### src/rtl/assert_macros.svh
// assertion macros shared by the rtl of the subset construction block
`ifndef ASSERT_MACROS_SVH
`define ASSERT_MACROS_SVH

// checked on every clock edge outside reset
`define NSC_ASSERT(label, prop, msg) \
  label: assert property (@(posedge clk_i) disable iff (!rst_ni) (prop)) else $error(msg);

// checked on every clock edge, reset included
`define NSC_ASSERT_ALWAYS(label, prop, msg) \
  label: assert property (@(posedge clk_i) (prop)) else $error(msg);

`endif

### src/rtl/nsc_set_store.sv
// found-subset list and the subset-to-index map
`default_nettype none

module nsc_set_store #(
  parameter int SET_W = 8,
  parameter int IDX_W = 8,
  parameter int DEPTH = 256
) (
  input  wire logic             clk_i,
  input  wire logic             fs_we_i,
  input  wire logic [IDX_W-1:0] fs_waddr_i,
  input  wire logic [SET_W-1:0] fs_wdata_i,
  input  wire logic [IDX_W-1:0] fs_raddr_i,
  output logic      [SET_W-1:0] fs_rdata_o,
  input  wire logic             sm_we_i,
  input  wire logic [SET_W-1:0] sm_waddr_i,
  input  wire logic [IDX_W-1:0] sm_wdata_i,
  input  wire logic [SET_W-1:0] sm_raddr_i,
  output logic      [IDX_W-1:0] sm_rdata_o
);

  localparam int MAP_DEPTH = 1 << SET_W;

  // subsets in discovery order
  logic [SET_W-1:0] found_sets [DEPTH];
  // index of a subset in found_sets; trusted only when that entry points back
  logic [IDX_W-1:0] seen_map [MAP_DEPTH];

  always_ff @(posedge clk_i) begin
    if (fs_we_i) begin
      found_sets[fs_waddr_i] <= fs_wdata_i;
    end
    fs_rdata_o <= found_sets[fs_raddr_i];
  end

  always_ff @(posedge clk_i) begin
    if (sm_we_i) begin
      seen_map[sm_waddr_i] <= sm_wdata_i;
    end
    sm_rdata_o <= seen_map[sm_raddr_i];
  end

endmodule

`default_nettype wire

### config.mk
export PLATFORM = sky130hd
export DESIGN_NAME = nsc_set_store
export DESIGN_NICKNAME = d
export VERILOG_FILES = /design/src/rtl/assert_macros.svh /design/src/rtl/nsc_set_store.sv
export SDC_FILE = /design/constraint.sdc
export NUM_CORES = 2
export LEC_CHECK = 0
export BUFFER_PORTS_ARGS = -buffer_cell sky130_fd_sc_hd__buf_2
export CAP_MARGIN = 20
export CORE_MARGIN = 4
export CORE_UTILIZATION = 46
export CTS_CLUSTER_DIAMETER = 60
export DETAILED_ROUTE_END_ITERATION = 8
export RECOVER_POWER = 100
export SYNTH_ARGS = -nofsm -noshare
export SYNTH_HDL_FRONTEND = slang
export SYNTH_SLANG_ARGS = --single-unit
### constraint.sdc
create_clock -name clk_i -period 6.2 [get_ports clk_i]
set_input_delay 1.24 -clock clk_i [delete_from_list [all_inputs] [get_ports clk_i]]
set_output_delay 1.24 -clock clk_i [all_outputs]
set_load 0.05 [all_outputs]
== Word-level counts from Yosys, hierarchy flattened ==
Memories as Yosys holds them, arrays and structs flattened. A register that Yosys moved wholly into a read port is not among the register bits.
Cells that the tools add are included.

* Mux-type cells: 4

{| class="wikitable"
|+ Operators with widths
! operator !! number
|-
| $mux 1 || 4
|}

* Register bits after elaboration: 0
* Bits in writable memories: 4096
* Bits of input ports: 51
* Output and inout bits: 16
* Logic and storage cells: 6
* Memories: 2

{| class="wikitable"
|+ Memory list
! memory !! depth !! width !! rd ports !! clocked after memory_dff !! wr ports !! RTL line !! RTL
|-
| found_sets || 256 || 8 || 1 || 1 || 1 || nsc_set_store.sv:25 || <nowiki>logic [SET_W-1:0] found_sets [DEPTH];</nowiki>
|-
| seen_map || 256 || 8 || 1 || 1 || 1 || nsc_set_store.sv:27 || <nowiki>logic [IDX_W-1:0] seen_map [MAP_DEPTH];</nowiki>
|}

== Longest topological paths before layout ==
* Word-level depth: 2
* Mapped depth: 12
* Mapped depth without buffers: 7

== Worst setup path after synthesis ==
Ideal clock, no wire load.

* Kind: in2reg
* Start: input port sm_waddr_i[5]
* End: memory seen_map[88][0], enable pin
* Library setup time: 383 ps
* Data arrival time: 3038 ps
* Required time: 5817 ps
* Path slack: 2779 ps
* Stages on the path: 5
* Path buffers: 1
* Path through: clkbuf_1 -> nor2b_1 -> nand3_1 -> or3b_2 -> nor3_1

{| class="wikitable"
|+ RTL lines
! element !! RTL line !! RTL
|-
| from (decl) || nsc_set_store.sv:16 || <nowiki>input wire logic [SET_W-1:0] sm_waddr_i,</nowiki>
|-
| to (decl) || nsc_set_store.sv:27 ||
|}

No word-level cell before the write port.

== Worst setup path after layout ==
* Start: input port fs_wdata_i[2]
* End: memory found_sets[92][2] (data pin)

{| class="wikitable"
|+ RTL lines
! element !! RTL line !! RTL
|-
| from (decl) || nsc_set_store.sv:12 || <nowiki>input wire logic [SET_W-1:0] fs_wdata_i,</nowiki>
|-
| to (decl) || nsc_set_store.sv:25 ||
|}

No word-level cell before the write port.

==> metrics <==
Ys Warns=0; Buf+Inv Stages, Crit Path=2; DR WL/cell=31.74 um; largest net degree at the start of global routing=229; worst skew pair latency=0.98 ns; Initial Utilization=46.19%; 1st-iter DRT viols=9415; cell area after synthesis=159800 um^2; Final Cell Area=177800 um^2; Netlist cell types=70; final period utilization=78.31%; DRT antenna net count=0; Startpoint Class=input pin; clock sink total=4112; CTS tree=yes; Setup WS post-layout=1.345 ns; H-tree level count=5; Yosys top cell by area=edfxtp_1; Worst slew margin=-234.5%; area share of the largest cell type after synthesis=76.97%; I/O Buffers=66; Reg clk slew, reported paths=0.06 ns; RSZ-0062 raised after global routing=no; Slowest-stage cell, CP=clkbuf_1; Pleak=54.94 nW; failing checks=max-capacitance violations, max-slew violations; Synth Net Count=7652; status=finished, violations left; GPL Wtd Cong=0.8579; Post-Synthesis Cells=7601; Peak VDD IR=292.6 uV; DP Area=164800 um^2; ys async rst share=0%; final hold violations=0; TritonRoute pass-1 iters=6; die footprint=356900 um^2; setup slack at placement=1.130 ns; Synth Area per Inst=21.02 um^2; die extent in x=597.4 um; top post-synthesis cells by area=edfxtp_1 (77%), mux4_2 (11%), mux2i_1 (2.0%); commonest non-fill, non-tap cell in the layout=edfxtp_1; first-pass GRT wire length=582500 um; maxcap violations=39; CP Capture Type=flip-flop; drt drc=0; CP Max Fanout=154; Final Setup Violations=0; Max Root-Sink Buffers=4; Total GRT Usage=22.38%; Post-CTS Setup Bufs=0; CP max stage delay=3.36 ns; #FFs+latches synth=4112; cells along the critical path=clkbuf_1 -> buf_12; R2R Setup Slk=3.34 ns; skew final=0.1175 ns; fillcell total=27080; number of global-route vias before repair=79080; Fin Hold WS=0.8485 ns; Ports=67; EDFF count, synth=4096; initial antenna violation count=26; worst-margin pin slew=5.018 ns; GRT overflow=0; sequential fraction of the synthesis area=77.17%; Rows=216; top_reg_cell synth=edfxtp_1; DP HPWL=242900 um; Root Buffer=clkbuf_16; CTS buffer count=421; Crit path required time=6.74 ns; commonest cells after routing, fill and taps aside=edfxtp_1 (4096), mux4_2 (788), nor2_1 (585); via count=78540; hold_buf cts=0; share of cells above drive strength 1=19.72%; WL final=405200 um; Crit Path Class=in -> reg; CP top delay family=buffers and inverters; worst hold path class=in -> reg; Max Slew Vio Count=2565; die height=597.4 um; Power Density=326.7 nW/um^2; Layout area overhead=11.26%; setup TNS=0 ns; Finished Core Util=51.39%; core area=345900 um^2; post_cts resized=0; f_max=206.0 MHz; Critical Path AT=5.40 ns; DR vias/cell=6.152; Layout Nets=7873; Tmin final=4.855 ns
==> cells in the mapped netlist (31+ instances only) <==
cell type and number:
a21oi_1 139, a221oi_1 31, a22o_1 53, a22oi_1 282, buf_2 110, buf_4 51, buf_6 52, clkbuf_1 161
edfxtp_1 4096, mux2i_1 317, mux4_1 74, mux4_2 788, nand2_1 148, nand3_1 48, nor2_1 590, nor2b_1 32
nor3_1 55, o21ai_0 77, o221ai_1 56, o22ai_1 76
==> through the flow <==
stage / total power, mW / cells
after floorplan: 32.83 / 7601
after global placement: 34.10 / 11970
after detailed placement: 34.15 / 11980
after CTS: 58.41 / 12760
after global routing: 59.78 / 12760
final: 58.08 / 12770
==> worst paths after layout <==
| check | from | to | cells after the start |
|---|---|---|---|
| max | fs_wdata_i[2] | found_sets[92][2] | 2 |
| min | fs_wdata_i[1] | found_sets[237][1] | 1 |
| max reg2reg | seen_map[158][3] | sm_rdata_o[3] | 6 |
| min reg2reg | seen_map[191][4] | sm_rdata_o[4] | 5 |
==> state kept, by name, summed over array words and instances, names as in the netlist <==
register	count
found_sets	2048
sm_rdata_o	8
fs_rdata_o	8
seen_map	2048
==> layer usage <==
| metal | vias to the layer above | track usage, % | routed length, um |
|---|---|---|---|
| met5 | - | 0 | 125 |
| met4 | 18 | 7.320 | 14470 |
| met3 | 745 | 3.493 | 30390 |
| met2 | 3388 | 35.59 | 194500 |
| met1 | 42070 | 31.99 | 165800 |
| li1 | 32320 | - | - |
==> cells by family after synthesis <==
family / Yosys count / share of synthesized area, %
mux: 1203 / 14.48
buf+inv: 459 / 1.965
compound gates: 832 / 3.683
simple gates: 995 / 2.699
flops: 4112 / 77.17
==> report_power, final <==
part,leakage (nW),internal [mW],total [mW],switching (mW)
combinational,11.5,0.878,2.81,1.93
clock,6.49,14.0,24.5,10.5
sequential,36.9,30.7,30.8,0.0632
total,54.9,45.6,58.1,12.5
==> area by class of cell <==
type                       count  area, um^2  share of cell area (%)
antenna                       10       25.02                 0.01408
clock buffer                 513       11050                   6.215
clock inverter               266        2251                   1.266
inverter                       5       18.77                 0.01056
multi-input combinational   3030       33440                   18.81
sequential                  4112      123300                   69.37
tap                         4578        5728                   3.222
timing repair buffer         252        1943                   1.093
Note: power is estimated with default switching activity, not from simulation.
