File: config.mk
export PLATFORM = sky130hd
export DESIGN_NAME = nsc_row_unit
export DESIGN_NICKNAME = d
export VERILOG_FILES = /design/src/rtl/nsc_pkg.sv /design/src/rtl/nsc_row_unit.sv
export VERILOG_INCLUDE_DIRS = /design/src /design/src/rtl
export SDC_FILE = /design/constraint.sdc
export NUM_CORES = 1
export LEC_CHECK = 0
export BUFFER_PORTS_ARGS = -buffer_cell sky130_fd_sc_hd__buf_2
export CAP_MARGIN = 20
export CORE_MARGIN = 2
export CORE_UTILIZATION = 25
export CTS_CLUSTER_SIZE = 20
export DETAILED_ROUTE_END_ITERATION = 6
export SYNTH_ARGS = -nofsm -noshare
export SYNTH_HDL_FRONTEND = slang
export SYNTH_SLANG_ARGS = --single-unit
File: constraint.sdc
create_clock -name clk_i -period 1.58 [get_ports clk_i]
set_input_delay 0.079 -clock clk_i [delete_from_list [all_inputs] [get_ports clk_i]]
set_output_delay 0.079 -clock clk_i [all_outputs]
set_load 0.05 [all_outputs]
File: src/rtl/assert_macros.svh
// assertion macros shared by the rtl of the subset construction block
`ifndef ASSERT_MACROS_SVH
`define ASSERT_MACROS_SVH

// checked on every clock edge outside reset
`define NSC_ASSERT(label, prop, msg) \
  label: assert property (@(posedge clk_i) disable iff (!rst_ni) (prop)) else $error(msg);

// checked on every clock edge, reset included
`define NSC_ASSERT_ALWAYS(label, prop, msg) \
  label: assert property (@(posedge clk_i) (prop)) else $error(msg);

`endif

File: src/rtl/nsc_pkg.sv
// shared types and constants of the subset construction block
`default_nettype none

package nsc_pkg;

  // default sizes of the stores
  localparam int MAX_NFA_STATES_DEF = 8;
  localparam int MAX_SYMBOLS_DEF    = 4;
  localparam int MAX_DFA_STATES_DEF = 256;

  // fixed port widths
  localparam int MASK_W     = 8;
  localparam int ROW_IDX_W  = 8;
  localparam int OP_W       = 2;
  localparam int FROM_W     = 3;
  localparam int SYM_W      = 2;
  localparam int CFG_IDX_W  = 2;
  localparam int CFG_DATA_W = 4;
  localparam int OUT_SYMS   = 4;

  // request codes
  typedef enum logic [OP_W-1:0] {
    OP_LOAD   = 2'd0,
    OP_BEGIN  = 2'd1,
    OP_EXPAND = 2'd2,
    OP_NOP    = 2'd3
  } nsc_op_e;

  // configuration register indexes
  localparam logic [CFG_IDX_W-1:0] REG_STATE_COUNT  = 2'd0;
  localparam logic [CFG_IDX_W-1:0] REG_SYMBOL_COUNT = 2'd1;
  localparam logic [CFG_IDX_W-1:0] REG_START_INDEX  = 2'd2;

  // reset values of the configuration registers
  localparam logic [3:0] STATE_COUNT_RST  = 4'd8;
  localparam logic [2:0] SYMBOL_COUNT_RST = 3'd4;
  localparam logic [2:0] START_INDEX_RST  = 3'd0;

  // control of the row accumulator
  typedef struct packed {
    logic clear;   // empty the accumulator
    logic issue;   // a row read is issued this cycle
    logic member;  // the issued row belongs to the source subset
  } acc_ctrl_t;

endpackage

`default_nettype wire

File: src/rtl/nsc_row_unit.sv
// nfa row memory with the shared or-accumulator
`default_nettype none
`include "assert_macros.svh"

module nsc_row_unit #(
  parameter int SET_W  = 8,
  parameter int ADDR_W = 5
) (
  input  wire logic                clk_i,
  input  wire logic                rst_ni,
  input  wire logic                wr_en_i,
  input  wire logic [ADDR_W-1:0]   wr_addr_i,
  input  wire logic [SET_W-1:0]    wr_data_i,
  input  wire logic [ADDR_W-1:0]   rd_addr_i,
  input  wire nsc_pkg::acc_ctrl_t  ctrl_i,
  output logic      [SET_W-1:0]    acc_o
);
  import nsc_pkg::*;

  localparam int DEPTH = 1 << ADDR_W;

  logic [SET_W-1:0] mem [DEPTH];
  logic [SET_W-1:0] rd_data_q;
  logic             take_q;
  logic [SET_W-1:0] acc_q;

  always_ff @(posedge clk_i) begin
    if (wr_en_i) begin
      mem[wr_addr_i] <= wr_data_i;
    end
    rd_data_q <= mem[rd_addr_i];
  end

  // in the cycle after the read: or in the row if its state is a member
  always_ff @(posedge clk_i or negedge rst_ni) begin
    if (!rst_ni) begin
      take_q <= 1'b0;
      acc_q  <= '0;
    end else begin
      take_q <= ctrl_i.issue & ctrl_i.member;
      if (ctrl_i.clear) begin
        acc_q <= '0;
      end else if (take_q) begin
        acc_q <= acc_q | rd_data_q;
      end
    end
  end

  assign acc_o = acc_q;

  `NSC_ASSERT(a_take_follows_issue, take_q |-> $past(ctrl_i.issue), "row taken without a read")
  `NSC_ASSERT(a_no_clear_while_take, ctrl_i.clear |-> !take_q, "accumulator cleared mid-gather")

endmodule

`default_nettype wire

=== Yosys cells after proc, flatten, opt, wreduce, memory -nomap -nowiden ===
Memories as Yosys holds them, arrays and structs flattened. A register that Yosys moved wholly into a read port is not among the register bits.
Cells that the tools add are included.

* Register bits: 9
* Memory bits (writable): 256
* Input bits: 24
* Output and inout port bits: 8
* Logic and storage cells: 10
* Memories: 1

* Mux-type cells: 4
* Bitwise gates (word level): 2
* Reductions and logical operators: 1

{| class="wikitable"
|+ Memories
! memory !! depth !! bits a word !! rd ports !! clocked after memory_dff !! wr ports !! line !! source
|-
| mem || 32 || 8 || 1 || 1 || 1 || nsc_row_unit.sv:22 || <nowiki>logic [SET_W-1:0] mem [DEPTH];</nowiki>
|}

{| class="wikitable"
|+ Operator list
! kind !! count
|-
| 8-bit two-way mux || 2
|-
| 8-bit bitwise OR || 1
|-
| 1-bit two-way mux || 2
|-
| 2-bit nonzero test || 1
|-
| 1-bit AND || 1
|}

=== Logic depth before layout (Yosys ltp) ===
* Depth in word-level cells: 3
* Mapped depth: 5
* Gate-level depth less buffers: 3

=== Least setup slack after synthesis ===
No wires, ideal clock.

* Path kind: input -> register
* From: in rd_addr_i[2]
* To: reg rd_data_q[0] (read register of mem)
* Library setup time: 121 ps
* Arrival: 1761 ps
* Data required time: 1459 ps
* Path slack: -301 ps
* Stages on the path: 5
* Buffers on the path: 2
* Cells stage by stage: clkbuf_1 -> clkbuf_1 -> mux4_2 -> mux4_2 -> mux2_2

{| class="wikitable"
|+ RTL lines
! item !! line !! source
|-
| start, declared || nsc_row_unit.sv:14 || <nowiki>input wire logic [ADDR_W-1:0] rd_addr_i,</nowiki>
|-
| end, declared || nsc_row_unit.sv:23 || <nowiki>logic [SET_W-1:0] rd_data_q;</nowiki>
|}

==> results.md <==
* Crit path DAT at 2.28 ns
* Final total negative setup slack at -1.73 ns
* Setup slack of the critical path after layout at -0.274 ns
* Number of instances in the synthesized netlist at 445
* Level count of the clock H-tree at 1
* Static leakage at 0.00402 µW
* Placed Instances at 1035
* Most repeated library cell on the critical path: sky130_fd_sc_hd__mux4_2
* Cell types with the highest counts after synthesis: sky130_fd_sc_hd__edfxtp_1, sky130_fd_sc_hd__mux4_2, sky130_fd_sc_hd__nor2_1
* Vias in the first global route at 4830
* Area used by multi-input combinational logic at 2190 µm²
* Routed len/inst at 20.2 µm
* Avg Synthesized Cell Area at 23.3 µm²
* Pre-Repair DR Iteration Count at 6
* Most common cell in the synthesized netlist: sky130_fd_sc_hd__edfxtp_1
* Maximum number of pins on one net before global-route repair at 33
* Fraction of final layout cells sized beyond drive strength 1 at 0.379
* Yosys top cell area share at 0.742
* Crit path capture type: flip-flop
* Insertion delay to the later sink of the worst-skew pair at 0.55 ns
* Root cell of the clock tree: sky130_fd_sc_hd__clkbuf_16
* Top FF cell, synth: sky130_fd_sc_hd__edfxtp_1
* Share of synthesized flip-flops with an asynchronous set or reset at 0.0330
* Tmin final at 1.85 ns
* Count of flip-flops with a built-in enable after synthesis at 256
* Number of flip-flops and latches in the synthesized netlist at 273
* Dominant delay contributor by cell family on the critical path: multiplexers
* Drt drc at 0
* Total of buffers placed on input and output ports at 31
* Number of sinks driven by the clock tree at 273
* Post-synthesis cell type count at 18
* Hold crit path type: input port to flip-flop
* Top-level I/O count at 32
* Grt total ovfl at 0
* Slew of the pin with the lowest slew margin at 0.667 ns
* Effective utilization at floorplan at 0.254
* Total stage count of the critical path at 3
* Number of nets in the final layout at 562
* Worst reg-to-reg path cell count at 3
* Maximum root-to-sink buffer count at 3
* Relative area change from synthesis to final layout at 20.9%
* Die area at 43100 µm²
* VDD IR max at 0.796 mV
* Share of the clock period used by the worst path at 1.17
* Buffers plus inverters on the worst setup path at 0
* Clock slew at the register clock pins of the worst setup and hold paths at 0.06 ns
* Drt via density at 4.31
* Final hold violations at 0
* Number of nets produced by synthesis at 469
* Global-route wire length before repair at 32700 µm
* Total routed wirelength at 22000 µm
* Fill cell total of the finished layout at 3875
* Iter 0 DRT Violations at 456
* Number of warnings printed during yosys synthesis at 0
* Critical Setup Path Class: flip-flop to flip-flop
* Count of cells along the worst hold path at 1
* Clock tree skew after final layout at 0.0214 ns
* Overall fraction of global-route tracks in use at 0.101
* Tightest slew margin relative to the limit at 0.555
* Synthesized area at 10400 µm²
* Run status: complete, but fails checks
* Dpl ws at -0.487 ns
* Sequential cell area at 8070 µm²
* Critical Path RT at 2.01 ns
* Weighted congestion at the end of routability-driven global placement at 0.715
* Overall via count from detail_route at 4694
* Number of diodes at 0
* Number of failing setup endpoints in the final timing report at 8
* Standard cell with the maximum stage delay on the critical path: sky130_fd_sc_hd__mux4_2
* Cell-by-cell listing of the critical path: mux4_2 -> mux4_2 -> mux2_4
* Top fanout value on the critical path at 1
* Failing checks: setup timing
* Power per cell area at 1230 nW/µm²
* Cell type with the highest aggregate area in the netlist: sky130_fd_sc_hd__edfxtp_1
* Area contributors post-synth: sky130_fd_sc_hd__edfxtp_1, sky130_fd_sc_hd__mux4_2, sky130_fd_sc_hd__dfrtp_1, sky130_fd_sc_hd__dfxtp_1, sky130_fd_sc_hd__nor2_1
* Antenna violations before repair at 0
* Number of pins exceeding their max-slew limit in the final report at 0
* Share of the yosys chip area belonging to registers at 0.779
* Fmax at 0.539 GHz
* Final instance count without filler cells at 1089
* Clock tree from TritonCTS: yes
* Detailed Place HPWL at 14200 µm
* Die X-Extent at 208 µm
* Setup repair after global routing missed its margin: true
* Number of max-capacitance violations reported at 0
* Crit path largest cell delay at 0.56 ns
* Number of routed nets with antenna violations at 0
* Inserted Clock Buffers at 27
* Worst R2R Setup Slack at -0.27 ns
* Area of the core at 40800 µm²
* Worst setup SP type: flip-flop
* Number of core rows at 74
* Vert. Die Dim at 208 µm
* Post-CTS Setup Bufs at 0
==> per-stage QoR <==
step / total power [µW] / util / cell area (µm²) / hold slack, ns
after CTS: 15500 / 0.307 / 12500 / 0.0863
after detailed placement: 9120 / 0.283 / 11600 / -0.0616
after floorplan: 8730 / - / 10500 / -0.217
final: 15400 / 0.307 / 12500 / 0.0863
after global routing: 15800 / 0.307 / 12500 / 0.106
after global placement: 9100 / 0.283 / 11600 / -0.0658
==> routing by layer <==
metal | routed length [µm] | global-route usage | vias to the layer above
met3 | 1290 | 0.0165 | 31
met1 | 10500 | 0.154 | 2477
met5 | 0 | 0 | -
li1 | - | - | 2055
met4 | 487 | 0.0246 | 0
met2 | 9780 | 0.151 | 131
==> state kept, by name (all words and copies together), names as in the netlist <==
| name | cells |
|---|---|
| acc_o | 8 |
| mem | 256 |
| take_q | 1 |
| rd_data_q | 8 |
==> cell type report <==
cell class                 count  share of cell area
clock buffer                  31              0.0567
timing repair buffer          86              0.0567
multi-input combinational    150               0.175
clock inverter                17              0.0142
sequential                   273               0.644
tap                          532              0.0531
==> layout by cell type, fill, tap and decap left out, types with 5 or more instances in the layout <==
cell type / n
sky130_fd_sc_hd__dlygate4sd3_1: 6
sky130_fd_sc_hd__edfxtp_1: 256
sky130_fd_sc_hd__dfxtp_1: 8
sky130_fd_sc_hd__a21oi_1: 8
sky130_fd_sc_hd__buf_4: 40
sky130_fd_sc_hd__clkbuf_16: 27
sky130_fd_sc_hd__buf_2: 30
sky130_fd_sc_hd__clkinv_1: 6
sky130_fd_sc_hd__mux4_2: 80
sky130_fd_sc_hd__nor2_1: 41
sky130_fd_sc_hd__nand3b_1: 5
sky130_fd_sc_hd__dfrtp_1: 9
sky130_fd_sc_hd__buf_12: 10
==> worst paths after layout <==
path / from / to
max: mem[30][1]$_DFFE_PP_ / rd_data_q[1]$_DFF_P_
min: wr_data_i[7] / mem[29][7]$_DFFE_PP_
max reg2reg: mem[30][1]$_DFFE_PP_ / rd_data_q[1]$_DFF_P_
min reg2reg: acc_o[0]$_DFFE_PN0P_ / acc_o[0]$_DFFE_PN0P_
max in group asynchronous: rst_ni / acc_o[4]$_DFFE_PN0P_
min in group asynchronous: rst_ni / acc_o[6]$_DFFE_PN0P_
==> power by group <==
part           internal [µW]  switching (µW)
registers               8030            60.8
logic                    390             477
clock network           3720            2700
total                  12100            3230
==> what timing repair did <==
item,4_1_cts,5_1_grt
endpoints found under the hold margin,25,0
hold buffers,6,0
endpoints found under the setup margin,8,8
resized for setup,4,0
==> kinds of logic (layout without fill, tap and decap cells) <==
family,after synthesis,after routing,synth area share
AO/OA/AOI/OAI,8,8,0.00386
buffers and inverters,22,134,0.0110
AND/OR/NAND/NOR,54,54,0.0235
multiplexers,88,88,0.183
flip-flops,273,273,0.779
Power figures use the tool's default switching activity.
